==> config.mk <==
export PLATFORM = sky130hd
export DESIGN_NAME = perfect_number_test_unit_flat
export DESIGN_NICKNAME = d
export VERILOG_FILES = /design/src/sv/pnt_pkg.sv /design/src/sv/pnt_req_if.sv /design/src/sv/pnt_rsp_if.sv /design/src/sv/perfect_number_test_unit.sv /design/src/sv/pnt_div.sv /design/src/flat_wrapper.sv
export SDC_FILE = /design/constraint.sdc
export NUM_CORES = 1
export LEC_CHECK = 0
export BUFFER_PORTS_ARGS = -buffer_cell sky130_fd_sc_hd__buf_4
export CORE_UTILIZATION = 50
export CTS_CLUSTER_DIAMETER = 150
export DETAILED_ROUTE_END_ITERATION = 7
export PLACE_DENSITY = 0.67
export SYNTH_ARGS = -nofsm -noshare
export SYNTH_HDL_FRONTEND = slang
export SYNTH_SLANG_ARGS = --single-unit
==> constraint.sdc <==
create_clock -name clock -period 11.07 [get_ports clock]
set_input_delay 1.6605 -clock clock [delete_from_list [all_inputs] [get_ports clock]]
set_output_delay 1.6605 -clock clock [all_outputs]
set_load 0.02 [all_outputs]
==> src/sv/pnt_pkg.sv <==
// ----------------------------------------------------------------------------
// Perfect number test - shared package
// Widths and sequencer state type for the aliquot sum unit.
// ----------------------------------------------------------------------------
package pnt_pkg;

   // default input width and fixed result width
   localparam int unsigned PNT_WIDTH = 16;
   localparam int unsigned PNT_SUM_W = 20;
   // headroom bits on the running divisor total (sigma(n) < 16 n below 2^32)
   localparam int unsigned PNT_GUARD = 4;

   typedef enum logic [2:0] {
      ST_IDLE,
      ST_LAUNCH,
      ST_DIVIDE,
      ST_ACCUM,
      ST_FINAL
   } pnt_state_type;

endpackage

==> src/sv/pnt_req_if.sv <==
// ----------------------------------------------------------------------------
// Perfect number test - request channel
// Valid/ready channel carrying the number to test.
// ----------------------------------------------------------------------------
interface pnt_req_if
   import pnt_pkg::*;
#(
   parameter int unsigned WIDTH = PNT_WIDTH
) ();
   logic             valid;
   logic             ready;
   logic [WIDTH-1:0] number_in;

   modport source (output valid, output number_in, input ready);
   modport sink   (input valid, input number_in, output ready);
endinterface

==> src/sv/pnt_rsp_if.sv <==
// ----------------------------------------------------------------------------
// Perfect number test - response channel
// Valid/ready channel carrying the divisor sum and the perfect flag.
// ----------------------------------------------------------------------------
interface pnt_rsp_if
   import pnt_pkg::*;
();
   logic                 valid;
   logic                 ready;
   logic [PNT_SUM_W-1:0] divisor_sum;
   logic                 is_perfect;

   modport source (output valid, output divisor_sum, output is_perfect, input ready);
   modport sink   (input valid, input divisor_sum, input is_perfect, output ready);
endinterface

==> src/sv/perfect_number_test_unit.sv <==
// ----------------------------------------------------------------------------
// Perfect number test unit
// Aliquot sum of one number per transfer, plus a flag for perfect numbers.
// ----------------------------------------------------------------------------
// Usage:
//   req_chan (sink) takes one number per transfer (valid and ready high at
//   a rising edge). rsp_chan (source) returns one transfer per number: the
//   sum of its proper divisors and is_perfect.
//   The unit trials every divisor d from 1 while d <= n/d; each trial starts
//   the shared restoring divider, waits for it in the divide step and then
//   adds the divisor pair in the accumulate step when d divides n.
//   req_chan.ready is high only in the idle state; the unit works on one
//   number at a time. A number may be taken while the previous result still
//   waits in the output register; if the receiver stalls, the next result
//   holds in the final step until the output register is free.
//   Reset is synchronous and active high; it returns the sequencer to idle
//   and drops rsp_chan.valid. No state is kept between numbers.
// ----------------------------------------------------------------------------
module perfect_number_test_unit
   import pnt_pkg::*;
#(
   parameter int unsigned WIDTH = PNT_WIDTH
) (
   input  logic    clock,
   input  logic    reset,
   pnt_req_if.sink   req_chan,
   pnt_rsp_if.source rsp_chan
);
   localparam int unsigned TOT_W = WIDTH + PNT_GUARD;

   pnt_state_type    state_ff, state_in;
   logic [WIDTH-1:0] n_ff, n_in;
   logic [WIDTH-1:0] d_ff, d_in;
   logic [TOT_W-1:0] total_ff, total_in;
   logic             rsp_valid_ff, rsp_valid_in;
   logic [PNT_SUM_W-1:0] rsp_sum_ff, rsp_sum_in;
   logic             rsp_perf_ff, rsp_perf_in;

   logic             req_ready;
   logic             div_start;
   logic             rsp_load;
   logic             out_free;
   logic             div_done;
   logic [WIDTH-1:0] div_quo;
   logic [WIDTH-1:0] div_rem;
   logic             trial_ok;
   logic [TOT_W-1:0] pair_sum;
   logic [TOT_W-1:0] aliquot;

   // shared divider: n / d and n % d
   pnt_div #(.WIDTH(WIDTH)) u_div (
      .clock     (clock),
      .reset     (reset),
      .start     (div_start),
      .dividend  (n_ff),
      .divisor   (d_ff),
      .done      (div_done),
      .quotient  (div_quo),
      .remainder (div_rem)
   );

   assign trial_ok = (d_ff <= div_quo);
   assign out_free = !rsp_valid_ff || rsp_chan.ready;
   assign pair_sum = TOT_W'(d_ff) + ((div_quo != d_ff) ? TOT_W'(div_quo) : '0);
   assign aliquot  = total_ff - TOT_W'(n_ff);

   // next state
   always_comb begin
      state_in = state_ff;
      unique case (state_ff)
         ST_IDLE:   if (req_chan.valid) state_in = ST_LAUNCH;
         ST_LAUNCH: state_in = ST_DIVIDE;
         ST_DIVIDE: if (div_done) state_in = ST_ACCUM;
         ST_ACCUM:  state_in = trial_ok ? ST_LAUNCH : ST_FINAL;
         ST_FINAL:  if (out_free) state_in = ST_IDLE;
         default:   state_in = ST_IDLE;
      endcase
   end

   // sequencer outputs
   always_comb begin
      req_ready = 1'b0;
      div_start = 1'b0;
      rsp_load  = 1'b0;
      unique case (state_ff)
         ST_IDLE:   req_ready = 1'b1;
         ST_LAUNCH: div_start = 1'b1;
         ST_FINAL:  rsp_load  = out_free;
         default:   ;
      endcase
   end

   // datapath: load the number, accumulate divisor pairs, form the result
   always_comb begin
      n_in         = n_ff;
      d_in         = d_ff;
      total_in     = total_ff;
      rsp_valid_in = rsp_valid_ff;
      rsp_sum_in   = rsp_sum_ff;
      rsp_perf_in  = rsp_perf_ff;
      if (rsp_valid_ff && rsp_chan.ready) begin
         rsp_valid_in = 1'b0;
      end
      if (req_ready && req_chan.valid) begin
         n_in     = req_chan.number_in;
         d_in     = WIDTH'(1);
         total_in = '0;
      end
      if (state_ff == ST_ACCUM && trial_ok) begin
         if (div_rem == '0) begin
            total_in = total_ff + pair_sum;
         end
         d_in = d_ff + WIDTH'(1);
      end
      if (rsp_load) begin
         rsp_valid_in = 1'b1;
         rsp_sum_in   = PNT_SUM_W'(aliquot);
         rsp_perf_in  = (n_ff != '0) && (aliquot == TOT_W'(n_ff));
      end
   end

   always_ff @(posedge clock) begin
      if (reset) begin
         state_ff     <= ST_IDLE;
         rsp_valid_ff <= 1'b0;
      end else begin
         state_ff     <= state_in;
         rsp_valid_ff <= rsp_valid_in;
      end
      n_ff       <= n_in;
      d_ff       <= d_in;
      total_ff   <= total_in;
      rsp_sum_ff <= rsp_sum_in;
      rsp_perf_ff <= rsp_perf_in;
   end

   assign req_chan.ready       = req_ready;
   assign rsp_chan.valid       = rsp_valid_ff;
   assign rsp_chan.divisor_sum = rsp_sum_ff;
   assign rsp_chan.is_perfect  = rsp_perf_ff;

   // an accepted number always launches a first division
   a_accept_launch: assert property (@(posedge clock) disable iff (reset)
      req_chan.valid && req_ready |=> state_ff == ST_LAUNCH)
      else $error("accepted number did not launch a division");

   // the divider only reports completion while the sequencer waits on it
   a_done_in_divide: assert property (@(posedge clock) disable iff (reset)
      div_done |-> state_ff == ST_DIVIDE)
      else $error("divider completion outside the divide step");

   // the trial divisor is never zero while a number is in work
   a_divisor_nonzero: assert property (@(posedge clock) disable iff (reset)
      state_ff == ST_DIVIDE || state_ff == ST_ACCUM |-> d_ff != '0)
      else $error("zero trial divisor");

   // a free output register takes the result and the unit goes idle
   a_final_release: assert property (@(posedge clock) disable iff (reset)
      state_ff == ST_FINAL && out_free |=> rsp_valid_ff && state_ff == ST_IDLE)
      else $error("final result not released");

endmodule

==> src/sv/pnt_div.sv <==
// ----------------------------------------------------------------------------
// Perfect number test - iterative divider
// Restoring divider, one quotient bit per cycle.
// ----------------------------------------------------------------------------
module pnt_div
   import pnt_pkg::*;
#(
   parameter int unsigned WIDTH = PNT_WIDTH
) (
   input  logic             clock,
   input  logic             reset,
   input  logic             start,
   input  logic [WIDTH-1:0] dividend,
   input  logic [WIDTH-1:0] divisor,
   output logic             done,
   output logic [WIDTH-1:0] quotient,
   output logic [WIDTH-1:0] remainder
);
   localparam int unsigned CNT_W = $clog2(WIDTH + 1);

   logic             busy_ff, busy_in;
   logic             done_ff, done_in;
   logic [CNT_W-1:0] cnt_ff, cnt_in;
   logic [WIDTH-1:0] quo_ff, quo_in;
   logic [WIDTH-1:0] rem_ff, rem_in;
   logic [WIDTH:0]   shifted;
   logic [WIDTH:0]   diff;

   // trial subtract of the divisor from the shifted partial remainder
   assign shifted = {rem_ff, quo_ff[WIDTH-1]};
   assign diff    = shifted - {1'b0, divisor};

   // advance one quotient bit per cycle while busy
   always_comb begin
      busy_in = busy_ff;
      done_in = 1'b0;
      cnt_in  = cnt_ff;
      quo_in  = quo_ff;
      rem_in  = rem_ff;
      if (start) begin
         busy_in = 1'b1;
         cnt_in  = CNT_W'(WIDTH);
         quo_in  = dividend;
         rem_in  = '0;
      end else if (busy_ff) begin
         quo_in = {quo_ff[WIDTH-2:0], ~diff[WIDTH]};
         rem_in = diff[WIDTH] ? shifted[WIDTH-1:0] : diff[WIDTH-1:0];
         cnt_in = cnt_ff - CNT_W'(1);
         if (cnt_ff == CNT_W'(1)) begin
            busy_in = 1'b0;
            done_in = 1'b1;
         end
      end
   end

   always_ff @(posedge clock) begin
      if (reset) begin
         busy_ff <= 1'b0;
         done_ff <= 1'b0;
         cnt_ff  <= '0;
      end else begin
         busy_ff <= busy_in;
         done_ff <= done_in;
         cnt_ff  <= cnt_in;
      end
      quo_ff <= quo_in;
      rem_ff <= rem_in;
   end

   assign done      = done_ff;
   assign quotient  = quo_ff;
   assign remainder = rem_ff;

endmodule

==> src/flat_wrapper.sv <==
// flat-port wrapper written by rule: the top's interface ports become plain ports
module perfect_number_test_unit_flat import pnt_pkg::*;
#(
   parameter int unsigned WIDTH = PNT_WIDTH
)
  (clock, reset, req_chan_valid, req_chan_number_in, req_chan_ready, rsp_chan_valid, rsp_chan_divisor_sum, rsp_chan_is_perfect, rsp_chan_ready);
  pnt_req_if #(.WIDTH(WIDTH)) req_chan_i ();
  pnt_rsp_if rsp_chan_i ();
  input  logic clock;
  input  logic reset;
  input wire logic [$bits(req_chan_i.valid)-1:0] req_chan_valid;
  input wire logic [$bits(req_chan_i.number_in)-1:0] req_chan_number_in;
  output wire logic [$bits(req_chan_i.ready)-1:0] req_chan_ready;
  output wire logic [$bits(rsp_chan_i.valid)-1:0] rsp_chan_valid;
  output wire logic [$bits(rsp_chan_i.divisor_sum)-1:0] rsp_chan_divisor_sum;
  output wire logic [$bits(rsp_chan_i.is_perfect)-1:0] rsp_chan_is_perfect;
  input wire logic [$bits(rsp_chan_i.ready)-1:0] rsp_chan_ready;
  assign req_chan_i.valid = req_chan_valid;
  assign req_chan_i.number_in = req_chan_number_in;
  assign req_chan_ready = req_chan_i.ready;
  assign rsp_chan_valid = rsp_chan_i.valid;
  assign rsp_chan_divisor_sum = rsp_chan_i.divisor_sum;
  assign rsp_chan_is_perfect = rsp_chan_i.is_perfect;
  assign rsp_chan_i.ready = rsp_chan_ready;
  perfect_number_test_unit #(.WIDTH(WIDTH)) u_core (.clock(clock), .reset(reset), .req_chan(req_chan_i), .rsp_chan(rsp_chan_i));
endmodule
After elaboration in Yosys (flattened, before gate mapping) --
Index checks and enable logic that the tools add are counted.
Cells by class: add/sub/neg operators 6, $mul 0, div/mod/pow operators 0, order comparisons 1, equality and inequality tests 10, shift-type cells 0, mux-type cells 25, bitwise logic cells 2, reductions and logical operators 15
Operator list (count):
- $mux W16 | 6
- $mux W20 | 3
- $add A16 B20 Y20 | 1
- $add A20 B20 Y20 | 1
- $eq A20 B16 Y1 | 1
- $sub A20 B16 Y20 | 1
- $sub A17 B16 Y17 | 1
- $add A16 B1 Y16 const B | 1
- $le A16 B16 Y1 | 1
- $logic_not A16 Y1 | 1
- $ne A16 B16 Y1 | 1
- $reduce_bool A16 Y1 | 1
- $pmux W3 S5 | 1
- $mux W3 | 4
- $mux W5 | 2
- $mux W1 | 9
- $eq A3 B2 Y1 const B | 2
- $reduce_bool A2 Y1 | 3
- $eq A5 B1 Y1 const B | 1
- $sub A5 B1 Y5 const B | 1
- $logic_and A1 B1 Y1 | 4
- $ne A2 B2 Y1 const B | 2
- $eq A3 B1 Y1 const B | 1
- $eq A3 B3 Y1 const B | 1
- 8 further kinds | 9
Storage, ports and cells: register bits after elaboration 116, latch bits 0, RAM bits 0, memory bits (read-only) 0, input bits 20, output and inout bits 23, logic and storage cells 72, memories 0

Logic depth before layout (Yosys ltp) --
depth in word-level cells 6, gate-level depth with buffers 22, gate-level depth less buffers 21

Cells and area by module --
Synthesis repeated with hierarchy kept, for this count alone.
Second synthesis, totals: cells, all modules 918, area total of the unflattened synthesis 8737.1 µm²
By module, submodules not included:
- perfect_number_test_unit | times used 1, cells each 640, area an instance 6125.9 µm², seq. area each 2072.0 µm²
- pnt_div | times used 1, cells each 278, area an instance 2611.3 µm², seq. area each 940.9 µm²

Worst setup path before layout --
Ideal clock, no wire load.
path type reg-to-reg, from register u_core.d_ff[12], to register u_core.total_ff[19], setup time 0.062 ns, arrival time 4.455 ns, required time 11.008 ns, path slack 6.553 ns, cell stages (with the launch flop) 20, buffers on the path 0, clock period less this slack 4.517 ns, cells stage by stage edfxtp_1 > ha_1 > and4_1 > nand4_1 > nor2_1 > nand4_1 > and2_1 > fa_1 > ha_1 > inv_1 > fa_1 > nor2b_1 > o31a_1 > o211ai_1 > a31oi_1 > and3_1 > o21ai_1 > a211o_1 > or4_1 > nand3_1
On the way: word-level cells in the longest chain between the ends 6, elaborated cells between the ends (all ways) 8, those cells by class add/sub (2); order compare (1); eq/ne (1); mux (3); reduce/logical (1)
Ends and longest elaborated chain:
- start, declared | line perfect_number_test_unit.sv:33 | logic [WIDTH-1:0] d_ff, d_in;
- start signal, assigned | line perfect_number_test_unit.sv:131 | d_ff <= d_in;
- $ne A16 B16 Y1 | line perfect_number_test_unit.sv:64 | assign pair_sum = TOT_W'(d_ff) + ((div_quo != d_ff) ? TOT_W'(div_quo) : '0);
- $mux W16 | line perfect_number_test_unit.sv:64
- $add A16 B20 Y20 | line perfect_number_test_unit.sv:64
- $add A20 B20 Y20 | line perfect_number_test_unit.sv:111 | total_in = total_ff + pair_sum;
- $mux W20 | line perfect_number_test_unit.sv:110 | if (div_rem == '0) begin
- $mux W20 (*) | line perfect_number_test_unit.sv:109 | if (state_ff == ST_ACCUM && trial_ok) begin
- via u_core.total_in[19] | line perfect_number_test_unit.sv:34 | logic [TOT_W-1:0] total_ff, total_in;
- end signal, assigned | line perfect_number_test_unit.sv:132 | total_ff <= total_in;
- end, declared | line perfect_number_test_unit.sv:34
The timed path passes the listed nets; every way through them passes the cells marked *. A chain may end at the register's enable or synchronous reset.

Worst setup path in the final report --
Ends and elaborated chain as after synthesis.

==> results.py <==
metrics = {
    "die": {
        "die_w_um": 128,
        "rows": 45,
        "dieArea_um2": 16400,
        "pin_count": 43,
        "core_area_um2": 15400,
        "start_util_pct": 51.8,
        "die_h_um": 128,
    },
    "drt": {
        "vias": 6165,
        "first_pass_iters": 4,
        "drc": 0,
        "routedWlPerCell_um": 16.3,
        "drt_wl_total_um": 17800,
        "drt_iter0_markers": 328,
        "postRouteAntennaNets": 0,
        "routed_via_density": 5.65,
    },
    "final_layout": {
        "fin_nets": 974,
        "design_area_um2": 9010,
        "fin_cells": 1092,
        "seqCellArea_um2": 3010,
        "n_antenna_cell": 0,
        "drive_gt1_share_pct": 9.88,
        "nFillCells": 1306,
        "area_delta_synth_final_pct": 13.3,
        "multiInputGateArea_um2": 4580,
    },
    "timing": {
        "timing.fmax_mhz": 178,
        "tightest_slew_ps": 1100,
        "drv_slew": 0,
        "rsz0062_at_grt": "no",
        "setup_tns_ps": 0,
        "clock_skew_ps": 6.61,
        "fin_crit_sh_pct": 50.8,
        "relSlewSlack_pct": 26.5,
        "layout_min_cycle_time_ps": 5630,
        "hold_viol": 0,
        "setup_viol": 0,
        "hold-worst-slack_ps": 463,
    },
    "global_route": {
        "antenna_found_initial": 0,
        "grt_start_max_net_pins": 43,
        "grt_usage_pct": 23.1,
        "grt_pass1_wl_um": 29300,
        "grt_pass1_vias": 6164,
        "grt-ovfl-total": 0,
    },
    "critical_path": {
        "worstPathMaxFanout": 17,
        "endpoint_kind": "register",
        "path_class": "reg -> reg",
        "crit_path_cell_trace": "ha_1, and4_1, nand4_1, nor2_1, nand4_1, and2_1, fa_1, ha_1, inv_1, fa_1, nor2b_1, o31a_1, o211ai_1, a31oi_1, and3_1, o21ai_1, a211o_1, or4_1, nand3_1",
        "arrival_ps": 5990,
        "start_kind": "register",
        "critPathRequiredTime_ps": 11430,
        "cp_slowest_cell": "nand4_1",
        "crit_family": "simple AND/OR/NAND/NOR gates",
        "slowest_delay_ps": 540,
        "crit_buf_inv": 1,
    },
    "power": {
        "sequentialPowerShare_pct": 32.6,
        "power.share.clock_pct": 28.7,
        "p_comb_share_pct": 38.7,
        "power_mw": 1.83,
        "p_switching_uw": 639,
        "power_density_nw_per_um2": 202,
        "switching_share_pct": 35.0,
        "leakagePower_nw": 3.74,
        "vdd_drop_max_v": 0.000169,
        "p_int_mw": 1.19,
    },
    "clock_network": {
        "htree_levels": 4,
        "cts_tree": "built",
        "clk_latency_ps": 420,
        "cts-resized-gates": 0,
        "cts_made_buffers": 17,
        "numClockSinks": 116,
        "post_cts.repair.setup_buffers": 0,
        "cts_hold_buf": 0,
        "clock_path_buffers": 2,
        "root_buffer": "clkbuf_16",
        "clk_pin_slew_ps": 50,
    },
    "placed_design": {
        "post-dp-hpwl_um": 13500,
        "dpl_cell_area_um2": 8460,
        "placed_cells": 1060,
        "port_buffers": 42,
        "gp_congestion": 0.917,
    },
    "synthesis": {
        "synthArstFlopShare_pct": 0,
        "yosysTopAreaCellShare_pct": 26.0,
        "synthTopCellsByArea": "edfxtp_1 26%, dfxtp_1 12%, ha_1 11%",
        "synth.cell_area_um2": 7960,
        "synth-seq-area-share_pct": 37.9,
        "ys_ff_latch": 116,
        "yosys_warnings": 0,
        "avgSynthCellArea_um2": 9.55,
        "postSynthCellCount": 833,
        "syn_nets": 939,
        "ys_types": 72,
        "synth_flop_cell": "edfxtp_1",
        "synth.largest_area_cell": "edfxtp_1",
        "synth-edff-count": 69,
    },
    "min_path": {
        "hold_path_class": "reg -> reg",
    },
    "job": {
        "max-cap-violations": 0,
    },
    "outcome": {
        "status": "completed",
    },
}
-- worst min-delay path, delay by kind of cell (launching register included) --
| family | cells | cell delay, ps |
|---|---|---|
| flip-flops | 1 | 300 |
| AND/OR/NAND/NOR | 1 | 60 |
| AO/OA/AOI/OAI | 1 | 50 |
-- logic make-up after synthesis --
family / after synthesis / share of synthesized area (%)
AOI/OAI and AO/OA: 186 / 15.0
xor gates and xnor gates: 74 / 8.58
adders and majority gates: 86 / 15.3
buffers and inverters: 97 / 4.76
DFF: 116 / 37.9
muxes: 16 / 2.01
and+or+nand+nor: 258 / 16.4
-- power by group through the flow --
stage	Sequential, mW	Combinational (mW)	Clock [mW]
2_1_floorplan	0.574	0.570	0
3_3_place_gp	0.597	0.673	0
3_5_place_dp	0.601	0.691	0
5_1_grt	0.603	0.785	0.552
6_report	0.594	0.707	0.524
4_1_cts	0.593	0.698	0.533
-- path summary, 6_finish.rpt --
check,startpoint,to,slack (ps),cells past startpoint
min,u_core.total_ff[0]$_DFF_P_,u_core.total_ff[0]$_DFF_P_,460,2
max reg2reg,u_core.d_ff[12]$_SDFFCE_PN0P_,u_core.total_ff[19]$_DFF_P_,5440,19
min reg2reg,u_core.total_ff[0]$_DFF_P_,u_core.total_ff[0]$_DFF_P_,460,2
max,u_core.d_ff[12]$_SDFFCE_PN0P_,u_core.total_ff[19]$_DFF_P_,5440,19
-- cells in the final DEF, fill, tap and decap left out, types with 3 or more instances in the layout --
cell	synthesis	final
nor2b_1	9	9
a21o_1	13	13
clkbuf_1	20	7
a31oi_1	7	7
ha_1	67	67
nand4_1	10	10
nand3_1	36	36
nor3_1	29	29
o21ai_0	40	40
inv_1	67	67
xor2_1	19	18
o21a_1	11	11
edfxtp_1	69	69
fa_1	19	19
o31ai_1	9	9
nor2_1	56	55
a211oi_1	7	7
and2_1	18	18
o211ai_1	5	5
nand2_1	49	49
and4_1	3	3
and3_1	8	8
or4_1	3	3
nor3b_1	4	3
dfxtp_1	47	47
mux2i_1	16	16
or3_1	3	3
nand2b_1	4	4
clkbuf_16	0	17
buf_4	1	46
nand3b_1	3	3
o21ai_1	19	19
a21oi_1	44	44
nor4_1	13	13
xnor2_1	52	52
clkinv_2	0	3
-- synth_stat cells (8+ instances only) --
library cell and count:
ha_1 67, buf_2 9, a21o_1 13, nor2b_1 9, and3_1 8, o21ai_1 19, inv_1 67, nor3_1 29
dfxtp_1 47, nor4_1 13, edfxtp_1 69, mux2i_1 16, xnor2_1 52, nand4_1 10, fa_1 19, clkbuf_1 20
xor2_1 19, and2_1 18, nand2_1 49, nor2_1 56, o31ai_1 9, a21oi_1 44, o21ai_0 40, nand3_1 36
o21a_1 11
-- routing by layer --
| metal | vias to the layer above | global-route usage [%] | wire [um] |
|---|---|---|---|
| li1 | 3061 | - | - |
| met1 | 2925 | 28.2 | 8030 |
| met2 | 148 | 39.2 | 8590 |
| met3 | 31 | 4.84 | 682 |
| met4 | 0 | 10.2 | 487 |
| met5 | - | 0 | 0 |
-- per-stage QoR --
stage               util, %  setup WS (ps)
floorplan                 -           6550
global placement       55.0           5650
detailed placement     55.0           5470
CTS                    58.6           5450
global route           58.6           5100
finish                 58.6           5440
-- registers in the layout, summed over array words and instances, names as in the netlist, 3 cells and up --
name	count
u_core.state_ff	3
u_core.d_ff	16
u_core.u_div.remainder	16
u_core.total_ff	20
u_core.n_ff	16
u_core.rsp_chan.divisor_sum	20
u_core.u_div.cnt_ff	5
u_core.u_div.quotient	16
-- layout make-up --
class | instances | area share (%)
well taps | 211 | 2.93
clock buffers | 26 | 5.32
clock inverters | 6 | 0.875
flip-flops and latches | 116 | 33.4
inverters | 67 | 2.79
repair buffers | 46 | 3.83
multi-input cells | 620 | 50.8
No activity file was read; power rests on OpenSTA's default activity.
